File: src/avff_pkg.sv
package avff_pkg;

    localparam int VOLT_W      = 19;
    localparam int QUOT_W      = VOLT_W + 1;
    localparam int WEIGHT_W    = 16;
    localparam int ROUND_SHIFT = 16;
    localparam int M_TDATA_W   = ((2 * VOLT_W + 7) / 8) * 8;

    localparam logic [VOLT_W-1:0] REF_RESET = VOLT_W'(216269);
    localparam logic [VOLT_W-1:0] FILT_MAX  = VOLT_W'(327680);
    localparam logic [VOLT_W-1:0] VOLT_MAX  = {VOLT_W{1'b1}};

    typedef struct packed {
        logic load;
        logic prep;
        logic div_step;
        logic write;
        logic sum_step;
        logic scale;
        logic round;
        logic publish;
    } avff_cmd_t;

    typedef struct packed {
        logic div_last;
        logic sum_last;
    } avff_sts_t;

endpackage

File: src/adc_volts_fir_filter_core.sv
// Channel   Direction  Word contents
// s_        in         tdata[SAMPLE_BITS-1:0] adc_sample, upper bits zero
// m_        out        tdata[18:0] raw_volts, tdata[37:19] filtered_volts
// cfg_      in         cfg_wr_data ref_voltage, written when cfg_wr_en is high
//
// One word passes through the load, prep, divide, write, sum, scale, round and output
// steps; the next word can be accepted once its result has been published.
// The division by full scale folds the high bits onto the low bits once per cycle
// until no high bits remain, and the accumulator walks the single read
// port of the sample history one tap per cycle.
// Reset clears the history valid bits and the write pointer and loads the 3.3 V
// reference. A stalled result holds the next one back; one word is accepted at a time.
module adc_volts_fir_filter_core #(
    parameter int TAPS        = 29,
    parameter int SAMPLE_BITS = 12
) (
    input  logic                                   aclk,
    input  logic                                   aresetn,
    input  logic                                   s_tvalid,
    output logic                                   s_tready,
    // adc_sample
    input  logic [((SAMPLE_BITS + 7) / 8) * 8-1:0] s_tdata,
    output logic                                   m_tvalid,
    input  logic                                   m_tready,
    // raw_volts, filtered_volts
    output logic [avff_pkg::M_TDATA_W-1:0]         m_tdata,
    input  logic                                   cfg_wr_en,
    input  logic [avff_pkg::VOLT_W-1:0]            cfg_wr_data
);
    import avff_pkg::*;

    avff_cmd_t         cmd;
    avff_sts_t         sts;
    logic [VOLT_W-1:0] raw_volts;
    logic [VOLT_W-1:0] filtered_volts;

    avff_ctrl u_ctrl (
        .aclk     (aclk),
        .aresetn  (aresetn),
        .s_tvalid (s_tvalid),
        .s_tready (s_tready),
        .m_tvalid (m_tvalid),
        .m_tready (m_tready),
        .sts      (sts),
        .cmd      (cmd)
    );

    avff_datapath #(
        .TAPS        (TAPS),
        .SAMPLE_BITS (SAMPLE_BITS)
    ) u_datapath (
        .aclk           (aclk),
        .aresetn        (aresetn),
        .adc_sample     (s_tdata[SAMPLE_BITS-1:0]),
        .cfg_wr_en      (cfg_wr_en),
        .cfg_wr_data    (cfg_wr_data),
        .cmd            (cmd),
        .sts            (sts),
        .raw_volts      (raw_volts),
        .filtered_volts (filtered_volts)
    );

    assign m_tdata = M_TDATA_W'({filtered_volts, raw_volts});

endmodule

File: src/avff_ctrl.sv
module avff_ctrl (
    input  logic              aclk,
    input  logic              aresetn,
    input  logic              s_tvalid,
    output logic              s_tready,
    output logic              m_tvalid,
    input  logic              m_tready,
    input  avff_pkg::avff_sts_t sts,
    output avff_pkg::avff_cmd_t cmd
);
    import avff_pkg::*;

    typedef enum logic [2:0] {
        ST_IDLE,
        ST_PREP,
        ST_DIV,
        ST_WRITE,
        ST_SUM,
        ST_SCALE,
        ST_ROUND,
        ST_OUT
    } state_t;

    state_t state_reg;
    logic   s_tready_reg;
    logic   m_tvalid_reg;
    logic   accept;
    logic   out_free;

    assign accept   = s_tvalid && s_tready_reg;
    assign out_free = !m_tvalid_reg || m_tready;
    assign s_tready = s_tready_reg;
    assign m_tvalid = m_tvalid_reg;

    always_comb begin
        cmd          = '0;
        cmd.load     = (state_reg == ST_IDLE) && accept;
        cmd.prep     = (state_reg == ST_PREP);
        cmd.div_step = (state_reg == ST_DIV);
        cmd.write    = (state_reg == ST_WRITE);
        cmd.sum_step = (state_reg == ST_SUM);
        cmd.scale    = (state_reg == ST_SCALE);
        cmd.round    = (state_reg == ST_ROUND);
        cmd.publish  = (state_reg == ST_OUT) && out_free;
    end

    always_ff @(posedge aclk) begin
        if (!aresetn) begin
            state_reg    <= ST_IDLE;
            s_tready_reg <= 1'b1;
            m_tvalid_reg <= 1'b0;
        end else begin
            if (m_tvalid_reg && m_tready && (state_reg != ST_OUT)) begin
                m_tvalid_reg <= 1'b0;
            end
            unique case (state_reg)
                ST_IDLE: begin
                    if (accept) begin
                        s_tready_reg <= 1'b0;
                        state_reg    <= ST_PREP;
                    end
                end
                ST_PREP: begin
                    state_reg <= ST_DIV;
                end
                ST_DIV: begin
                    if (sts.div_last) begin
                        state_reg <= ST_WRITE;
                    end
                end
                ST_WRITE: begin
                    state_reg <= ST_SUM;
                end
                ST_SUM: begin
                    if (sts.sum_last) begin
                        state_reg <= ST_SCALE;
                    end
                end
                ST_SCALE: begin
                    state_reg <= ST_ROUND;
                end
                ST_ROUND: begin
                    state_reg <= ST_OUT;
                end
                ST_OUT: begin
                    if (out_free) begin
                        m_tvalid_reg <= 1'b1;
                        s_tready_reg <= 1'b1;
                        state_reg    <= ST_IDLE;
                    end
                end
                default: begin
                    state_reg <= ST_IDLE;
                end
            endcase
        end
    end

    a_rise_from_out: assert property (@(posedge aclk) disable iff (!aresetn)
        $rose(m_tvalid_reg) |-> $past(state_reg == ST_OUT))
        else $error("Result word raised outside the output state.");

    a_hold_when_blocked: assert property (@(posedge aclk) disable iff (!aresetn)
        (state_reg == ST_OUT && m_tvalid_reg && !m_tready) |=> (state_reg == ST_OUT))
        else $error("Pending result word was overwritten.");

    a_one_in_flight: assert property (@(posedge aclk) disable iff (!aresetn)
        accept |=> (!s_tready_reg && state_reg == ST_PREP))
        else $error("Second word accepted while one is in flight.");

endmodule

File: src/avff_datapath.sv
module avff_datapath #(
    parameter int TAPS        = 29,
    parameter int SAMPLE_BITS = 12
) (
    input  logic                                  aclk,
    input  logic                                  aresetn,
    input  logic [SAMPLE_BITS-1:0]                adc_sample,
    input  logic                                  cfg_wr_en,
    input  logic [avff_pkg::VOLT_W-1:0]           cfg_wr_data,
    input  avff_pkg::avff_cmd_t                   cmd,
    output avff_pkg::avff_sts_t                   sts,
    output logic [avff_pkg::VOLT_W-1:0]           raw_volts,
    output logic [avff_pkg::VOLT_W-1:0]           filtered_volts
);
    import avff_pkg::*;

    localparam int NUM_W  = SAMPLE_BITS + VOLT_W + 1;
    localparam int AW     = (TAPS > 1) ? $clog2(TAPS) : 1;
    localparam int CNTW   = $clog2(TAPS + 1);
    localparam int SUM_W  = VOLT_W + $clog2(TAPS);
    localparam int ACC_W  = SUM_W + WEIGHT_W;
    localparam int SHR_W  = ACC_W + 1 - ROUND_SHIFT;
    localparam int RAW_WEIGHT = (65536 + TAPS / 2) / TAPS;
    localparam logic [WEIGHT_W-1:0] TAP_WEIGHT =
        WEIGHT_W'((RAW_WEIGHT > 65535) ? 65535 : RAW_WEIGHT);
    localparam logic [SAMPLE_BITS-1:0] FULL_SCALE = {SAMPLE_BITS{1'b1}};
    localparam logic [NUM_W-1:0] HALF_SCALE = NUM_W'((2 ** SAMPLE_BITS - 1) / 2);

    logic [VOLT_W-1:0]      ref_reg;
    logic [NUM_W-1:0]       num_reg;
    logic [QUOT_W-1:0]      quot_reg;
    logic [CNTW-1:0]        cnt_reg;
    logic [AW-1:0]          wr_ptr_reg;
    logic [TAPS-1:0]        valid_reg;
    logic [VOLT_W-1:0]      hist_mem [TAPS];
    logic [VOLT_W-1:0]      rd_data_reg;
    logic                   rd_vld_reg;
    logic [SUM_W-1:0]       sum_reg;
    logic [ACC_W-1:0]       acc_reg;
    logic [VOLT_W-1:0]      raw_reg;
    logic [VOLT_W-1:0]      filt_reg;
    logic [VOLT_W-1:0]      raw_out_reg;
    logic [VOLT_W-1:0]      filt_out_reg;

    logic [QUOT_W-1:0]      num_hi;
    logic [SAMPLE_BITS-1:0] num_lo;
    logic                   div_done;
    logic [VOLT_W-1:0]      raw_sat;
    logic [ACC_W:0]         acc_rnd;
    logic [SHR_W-1:0]       acc_shr;
    logic [VOLT_W-1:0]      filt_next;
    logic [AW-1:0]          rd_addr;

    assign num_hi   = num_reg[NUM_W-1:SAMPLE_BITS];
    assign num_lo   = num_reg[SAMPLE_BITS-1:0];
    assign div_done = (num_hi == '0);
    assign raw_sat  = quot_reg[QUOT_W-1] ? VOLT_MAX : quot_reg[VOLT_W-1:0];
    assign acc_rnd  = {1'b0, acc_reg} + (ACC_W + 1)'(2 ** (ROUND_SHIFT - 1));
    assign acc_shr  = acc_rnd[ACC_W:ROUND_SHIFT];
    assign filt_next = (acc_shr > SHR_W'(FILT_MAX)) ? FILT_MAX : acc_shr[VOLT_W-1:0];
    assign rd_addr  = cnt_reg[AW-1:0];

    assign sts.div_last = div_done;
    assign sts.sum_last = (cnt_reg == CNTW'(TAPS));

    assign raw_volts      = raw_out_reg;
    assign filtered_volts = filt_out_reg;

    always_ff @(posedge aclk) begin
        if (!aresetn) begin
            ref_reg    <= REF_RESET;
            valid_reg  <= '0;
            wr_ptr_reg <= '0;
        end else begin
            if (cfg_wr_en) begin
                ref_reg <= cfg_wr_data;
            end
            if (cmd.write) begin
                valid_reg[wr_ptr_reg] <= 1'b1;
                if (wr_ptr_reg == AW'(TAPS - 1)) begin
                    wr_ptr_reg <= '0;
                end else begin
                    wr_ptr_reg <= wr_ptr_reg + 1'b1;
                end
            end
        end
    end

    always_ff @(posedge aclk) begin
        if (cmd.write) begin
            hist_mem[wr_ptr_reg] <= raw_sat;
        end
        if (cmd.sum_step && (cnt_reg < CNTW'(TAPS))) begin
            rd_data_reg <= hist_mem[rd_addr];
            rd_vld_reg  <= valid_reg[rd_addr];
        end
    end

    always_ff @(posedge aclk) begin
        if (cmd.load) begin
            num_reg <= NUM_W'(adc_sample) * NUM_W'(ref_reg) + HALF_SCALE;
        end else if (cmd.div_step && !div_done) begin
            num_reg <= NUM_W'(num_hi) + NUM_W'(num_lo);
        end
        if (cmd.write) begin
            cnt_reg <= '0;
        end else if (cmd.sum_step) begin
            cnt_reg <= cnt_reg + 1'b1;
        end
        if (cmd.prep) begin
            quot_reg <= '0;
        end else if (cmd.div_step) begin
            if (!div_done) begin
                quot_reg <= quot_reg + num_hi;
            end else if (num_lo == FULL_SCALE) begin
                quot_reg <= quot_reg + 1'b1;
            end
        end
        if (cmd.write) begin
            raw_reg <= raw_sat;
            sum_reg <= '0;
        end else if (cmd.sum_step && (cnt_reg != '0) && rd_vld_reg) begin
            sum_reg <= sum_reg + SUM_W'(rd_data_reg);
        end
        if (cmd.scale) begin
            acc_reg <= ACC_W'(sum_reg) * ACC_W'(TAP_WEIGHT);
        end
        if (cmd.round) begin
            filt_reg <= filt_next;
        end
        if (cmd.publish) begin
            raw_out_reg  <= raw_reg;
            filt_out_reg <= filt_reg;
        end
    end

    a_div_settled: assert property (@(posedge aclk) disable iff (!aresetn)
        cmd.write |-> (num_hi == '0))
        else $error("Scaling reduction left high bits behind.");

    a_quot_in_range: assert property (@(posedge aclk) disable iff (!aresetn)
        cmd.write |-> (quot_reg <= QUOT_W'(VOLT_MAX) + QUOT_W'(2)))
        else $error("Scaled quotient out of range.");

    a_filt_limit: assert property (@(posedge aclk) disable iff (!aresetn)
        cmd.publish |=> (filt_out_reg <= FILT_MAX))
        else $error("Filter output above its limit.");

endmodule
File: config.mk
export PLATFORM = sky130hd
export DESIGN_NAME = adc_volts_fir_filter_core
export DESIGN_NICKNAME = d
export VERILOG_FILES = /design/src/avff_pkg.sv /design/src/adc_volts_fir_filter_core.sv /design/src/avff_ctrl.sv /design/src/avff_datapath.sv
export SDC_FILE = /design/constraint.sdc
export NUM_CORES = 2
export LEC_CHECK = 0
export ABC_AREA = 1
export ABC_CLOCK_PERIOD_IN_PS = 5840
export BUFFER_PORTS_ARGS = -buffer_cell sky130_fd_sc_hd__buf_2
export CORE_ASPECT_RATIO = 1.75
export CORE_MARGIN = 3
export CORE_UTILIZATION = 64
export DETAILED_ROUTE_END_ITERATION = 12
export PLACE_DENSITY = 0.77
export SYNTH_ARGS = -nofsm -noshare
export SYNTH_HDL_FRONTEND = slang
export SYNTH_SLANG_ARGS = --single-unit
export TNS_END_PERCENT = 30
File: constraint.sdc
create_clock -name aclk -period 5.84 [get_ports aclk]
set_input_delay 0.292 -clock aclk [delete_from_list [all_inputs] [get_ports aclk]]
set_output_delay 0.292 -clock aclk [all_outputs]
set_load 0.03 [all_outputs]
# == After elaboration in Yosys (flattened, before gate mapping) ==
# Memory sizes are Yosys's and may differ from the RTL's. A register that Yosys moved wholly into a read port is not among the register bits.
# Cells that the tools add are included.
# word_totals
mem_bits_rw,551
reg_bits,250
word_cells,93
out_inout_bits,42
mem_count,1
in_bits,40
# op_classes
order_cmp,5
bitwise_logic,1
addsub,8
reduce_logical,21
mul,2
n_mux,23
n_eq_ne,16
# mem_list
name,words,word_bits,rd,rd_clocked_by_memory_dff,wr,line,source
u_datapath.hist_mem,29,19,1,1,1,avff_datapath.sv:35,logic [VOLT_W-1:0] hist_mem [TAPS];
# op_table
operator,n
2-to-1 mux 32 bit,2
2-to-1 mux 20 bit,2
"adder 36 x 16 -> 37 bit, second input constant",1
"multiplier 24 x 10 -> 34 bit, second input constant",1
"adder 31 x 11 -> 32 bit, second input constant",1
multiplier 12 x 19 -> 31 bit,1
OR 29 bit,1
"greater-than comparator 25 x 19 -> 1 bit, second input constant",1
adder 24 x 19 -> 24 bit,1
case mux 3 bit (8 select lines),1
adder 20 x 12 -> 21 bit,1
"adder 20 x 1 -> 20 bit, second input constant",1
adder 20 bit,1
logical NOT 20 bit,1
2-to-1 mux 19 bit,1
"equality test 12 bit, second input constant",1
"equality test 3 bit, second input constant",4
"< comparator 5 x 6 -> 1 bit, second input constant",2
2-to-1 mux 3 bit,4
"adder 5 x 1 -> 5 bit, second input constant",2
"equality test 5 bit, second input constant",2
logical AND 1 bit,10
2-to-1 mux 1 bit,9
"equality test 3 x 2 -> 1 bit, second input constant",2
other kinds (18),23

# == Longest topological paths before layout ==
# logic_depth
word_depth,5
mapped_depth,25
depth_no_buf,24

# == Hierarchy ==
# Synthesis repeated with hierarchy kept, for this count alone.
# hier_totals
hier_cells,4790
hier_area_um2,46622.2
# modules_own_cells
module,cells_per_inst,area_per_inst_um2,seq_area_each_um2,n_inst
avff_datapath,4717,46161.8,23062.1,1
avff_ctrl,70,441.7,100.1,1
adc_volts_fir_filter_core,3,18.8,0.0,1

# == Least setup slack after synthesis ==
# No wires, ideal clock.
# synth_path
path_type,input port to flip-flop
from,in s_tdata[6]
to,"reg u_datapath.num_reg[31], data pin"
path_slack_ps,684
stages,19
n_path_buf,2
setup_ps,255
arrival_time_ps,4902
required_ps,5585
cell_sequence,clkbuf_1 -> buf_1 -> nand2_1 -> fa_1 -> inv_1 -> fa_1 -> fa_1 -> fa_1 -> inv_1 -> fa_1 -> inv_1 -> ha_1 -> nand2_1 -> nor2_1 -> nand2_1 -> o21ai_0 -> nand3_1 -> a21oi_1 -> nor2_1
# synth_via
elab_chain_cells,3
# synth_lines
item,line,source
"start, declared",adc_volts_fir_filter_core.sv:22,"input logic [((SAMPLE_BITS + 7) / 8) * 8-1:0] s_tdata,"
multiplier 12 x 19 -> 31 bit,avff_datapath.sv:101,num_reg <= NUM_W'(adc_sample) * NUM_W'(ref_reg) + HALF_SCALE;
adder 31 x 11 -> 32 bit,avff_datapath.sv:101,
2-to-1 mux 32 bit,avff_datapath.sv:100,if (cmd.load) begin
"end signal, assigned",avff_datapath.sv:101,
"end signal, assigned",avff_datapath.sv:103,num_reg <= NUM_W'(num_hi) + NUM_W'(num_lo);
"end, declared",avff_datapath.sv:30,logic [NUM_W-1:0] num_reg;
# No other way between the ends.
# A chain may end at the register's enable or synchronous reset.

# == Worst setup path in the final report ==
# layout_path
from,reg u_datapath.ref_reg[8]
to,"reg u_datapath.num_reg[27], data pin"
# layout_via
elab_chain_cells,3
# layout_lines
item,line,source
"start, declared",avff_datapath.sv:29,logic [VOLT_W-1:0] ref_reg;
"start signal, assigned",avff_datapath.sv:76,ref_reg <= cfg_wr_data;
multiplier 12 x 19 -> 31 bit,avff_datapath.sv:101,
adder 31 x 11 -> 32 bit,avff_datapath.sv:101,
2-to-1 mux 32 bit,avff_datapath.sv:100,
# No other way between the ends.

==> flow_metrics.env <==
export IMPL_slew_violations=0
export IMPL_compound_cell_area_share_of_the_yosys_netlist_pct=10.2
export IMPL_cts_root_buf="clkbuf_16"
export IMPL_avgViaCountPerCell=5.96
export IMPL_synth_async_sr_flop_share_pct=0
export IMPL_cts_tree="yes"
export IMPL_fin_cells=5811
export IMPL_min_delay_path_class="input pin to flip-flop"
export IMPL_gr_usage_all_layers_pct=32.9
export IMPL_floorplan_core_area_sq_mm=0.0719
export IMPL_grt_pass1_wl_mm=191
export IMPL_worst_clock_skew_ns=0.0269
export IMPL_drt_first_pass_iters=7
export IMPL_cts_inserted_buffers=73
export IMPL_power_mw=26.9
export IMPL_status="complete, no violations"
export IMPL_cpPeakStageDelay_ns=0.65
export IMPL_dominant_synthesized_flop_cell="edfxtp_1"
export IMPL_die_h_microns=363
export IMPL_setup_repair_after_global_routing_missed_its_margin="false"
export IMPL_hold_sp="m_tready"
export IMPL_fin_setup_tns_ns=0
export IMPL_grt_antenna_before_repair=1
export IMPL_initialDrtViolationCount=3117
export IMPL_dp_hpwl_mm=88.5
export IMPL_yosysWarnings=0
export IMPL_fill_cells=5284
export IMPL_syn_to_final_growth_pct=8.55
export IMPL_syn_instance_count=4796
export IMPL_cts_htree_levels=3
export IMPL_layout_core_utilization_pct=70.3
export IMPL_post_syn_area_per_cell_sq_um=9.71
export IMPL_total_wire_length_mm=125
export IMPL_cts_clk_slew_worst_paths_ns=0.06
export IMPL_floorplan_rows=130
export IMPL_hold_path_endpoint="u_ctrl.m_tvalid"
export IMPL_dieArea_sq_mm=0.0762
export IMPL_post_cts_setup_bufs=0
export IMPL_number_of_flops_mapped_to_enable_cells_by_yosys=700
export IMPL_cp_cell_sequence="nand2_1, fa_1, inv_1, fa_1, fa_1, fa_1, inv_1, fa_1, inv_1, ha_1, buf_4, a21oi_1, o21ai_0, a21oi_1, o21a_1, nand3_1, a21oi_1"
export IMPL_grt_ovfl_total=0
export IMPL_worst_r2r_startpoint="u_datapath.ref_reg[8]"
export IMPL_final_setup_worst_slack_ns=0.308
export IMPL_cpMostUsedCell="fa_1"
export IMPL_vdd_ir_drop_max_mv=0.738
export IMPL_grt_max_degree=182
export IMPL_drtAntennaViolNets=0
export IMPL_post_drt_wl_per_cell_microns=21.4
export IMPL_post_synth_mux_area_share_pct=0
export IMPL_place_congestion=0.928
export IMPL_synthesis_area_sq_mm=0.0466
export IMPL_slew_headroom_pct=19.3
export IMPL_hold_viol_final=0
export IMPL_crit_path_top_delay_cell="dfxtp_1"
export IMPL_post_synth_fa_ha_maj_area_fraction_pct=17.1
export IMPL_finalSetupViolations=0
export IMPL_final_min_period_over_clock_period_pct=94.7
export IMPL_clock_path_buffers=3
export IMPL_crit_required_ns=6.27
export IMPL_worst_setup_path_end_kind="flip-flop"
export IMPL_rr_endpoint="u_datapath.num_reg[27]"
export IMPL_dp_worst_setup_slack_ns=0.265
export IMPL_synthTopCellsByArea="edfxtp_1 (45%), fa_1 (10%), ha_1 (6.8%)"
export IMPL_placedCellCount=5658
export IMPL_post_synth_top_area_cell="edfxtp_1"
export IMPL_max_freq_mhz=181
export IMPL_synth_xor_xnor_area_share_pct=0.940
export IMPL_synth_largest_type_area_fraction_pct=45.1
export IMPL_flip_flop_count_of_the_largest_register_after_layout=551
export IMPL_pwr_density_cell_mw_per_mm2=532
export IMPL_arrival_time_reported_for_the_critical_path_endpoint_ns=5.96
export IMPL_final_layout_size_suffix_gt1_share_pct=7.14
export IMPL_boundaryPins=82
export IMPL_rrSetupSlack_ns=0.31
export IMPL_nets=5362
export IMPL_layout_cells_most_common="nand2_1"
export IMPL_worst_r2r_cell_count=17
export IMPL_tritoncts_sink_count=807
export IMPL_drt_drc_violations_left=0
export IMPL_period_needed_ns=5.53
export IMPL_routed_via_count=34600
export IMPL_vias_in_the_first_global_route=35600
export IMPL_p_leak_nw=21.5
export IMPL_die_w_microns=210
export IMPL_worstSetupPathType="flip-flop to flip-flop"
export IMPL_register_area_share_after_synthesis_pct=49.7
export IMPL_synth_top_family_by_area="adder cells"
export IMPL_commonest_cells_after_routing_fill_and_taps_aside="nand2_1 (775), edfxtp_1 (700), nor2_1 (694), inv_1 (602), o21ai_0 (412)"
export IMPL_yosys_cell_types_count=49
export IMPL_worst_pin_slew_ns=1.21
export IMPL_critical_path_startpoint_type="flip-flop"
export IMPL_postSynthRegisterBits=807
export IMPL_initial_utilization_pct=64.8
export IMPL_insertion_delay_ns=0.66
export IMPL_timing_critical_path_fanout_max=13
export IMPL_worst_hold_path_num_cells=3
export IMPL_synth_simple_area_share_pct=15.2
export IMPL_drv_max_cap_violation_count=0
export IMPL_placement_io_buffers=75
==> metrics by stage <==
stage               hold slack (ns)  cell area, sq um
finish                       0.0631             50600
global placement              0.402             48000
CTS                          0.0356             50600
detailed placement            0.405             48000
global route                 0.0749             50600
floorplan                     0.400             46600
==> worst max-delay path: cells and delay by family (launching register included) <==
kind,cells,cell delay (ns)
AO/OA/AOI/OAI,5,1.03
adder cells (fa/ha/maj),6,3.05
buffers and inverters,4,0.34
flip-flops,1,0.65
AND/OR/NAND/NOR,2,0.22
==> worst max path at each step <==
stage / startpoint / end / slack [ns]
floorplan: s_tdata[6] / u_datapath.num_reg[31] / 0.68
global placement: u_datapath.ref_reg[5] / u_datapath.num_reg[31] / 0.33
detailed placement: u_datapath.ref_reg[5] / u_datapath.num_reg[31] / 0.26
CTS: u_datapath.ref_reg[5] / u_datapath.num_reg[31] / 0.26
global route: u_datapath.ref_reg[8] / u_datapath.num_reg[27] / 0.07
finish: u_datapath.ref_reg[8] / u_datapath.num_reg[27] / 0.31
==> synth_stat cells, drive strengths merged, types with 61 or more instances <==
master	instances
fa	240
o22ai	61
ha	254
a21oi	254
o21ai	430
inv	610
nor2	738
clkbuf	155
dfxtp	107
edfxtp	700
nand3	134
nand2	781
==> per-layer routing <==
layer	share of wire (%)	vias up	track usage, %
met4	9.1	0	25.9
met3	5.7	569	4.57
met1	31	16500	32.0
met5	0	-	0
met2	54	1521	61.4
li1	-	16000	-
==> where the power goes <==
part / total [mW] / internal, mW / switching (mW)
combinational: 14.0 / 4.38 / 9.64
clock: 4.84 / 2.68 / 2.16
sequential: 8.01 / 7.52 / 0.493
total: 26.9 / 14.6 / 12.3
==> cells by family (layout without fill, tap and decap cells) <==
logic type | Yosys count | in the layout
compound gates | 858 | 858
xor+xnor | 50 | 50
fa+ha+maj | 494 | 494
buf+inv | 820 | 908
flops | 807 | 807
other cells | 1 | 4
simple gates | 1766 | 1766
==> layout make-up <==
cell class              count  area (sq um)  share of cell area, %
diodes                      2          5.00                0.00990
inverters                 614          2310                   4.57
well taps                 924          1160                   2.29
clock inverters            41           429                  0.849
repair buffers            162          1100                   2.18
clock buffers              91          1960                   3.87
flip-flops and latches    807         23200                   45.8
multi-input cells        3170         20400                   40.4
==> timing repair <==
item,in CTS,in global routing
resized for setup,0,1
endpoints found under the hold margin,19,0
endpoints found under the setup margin,0,1
hold buffers,19,0
(Power assumes the default switching activity.)
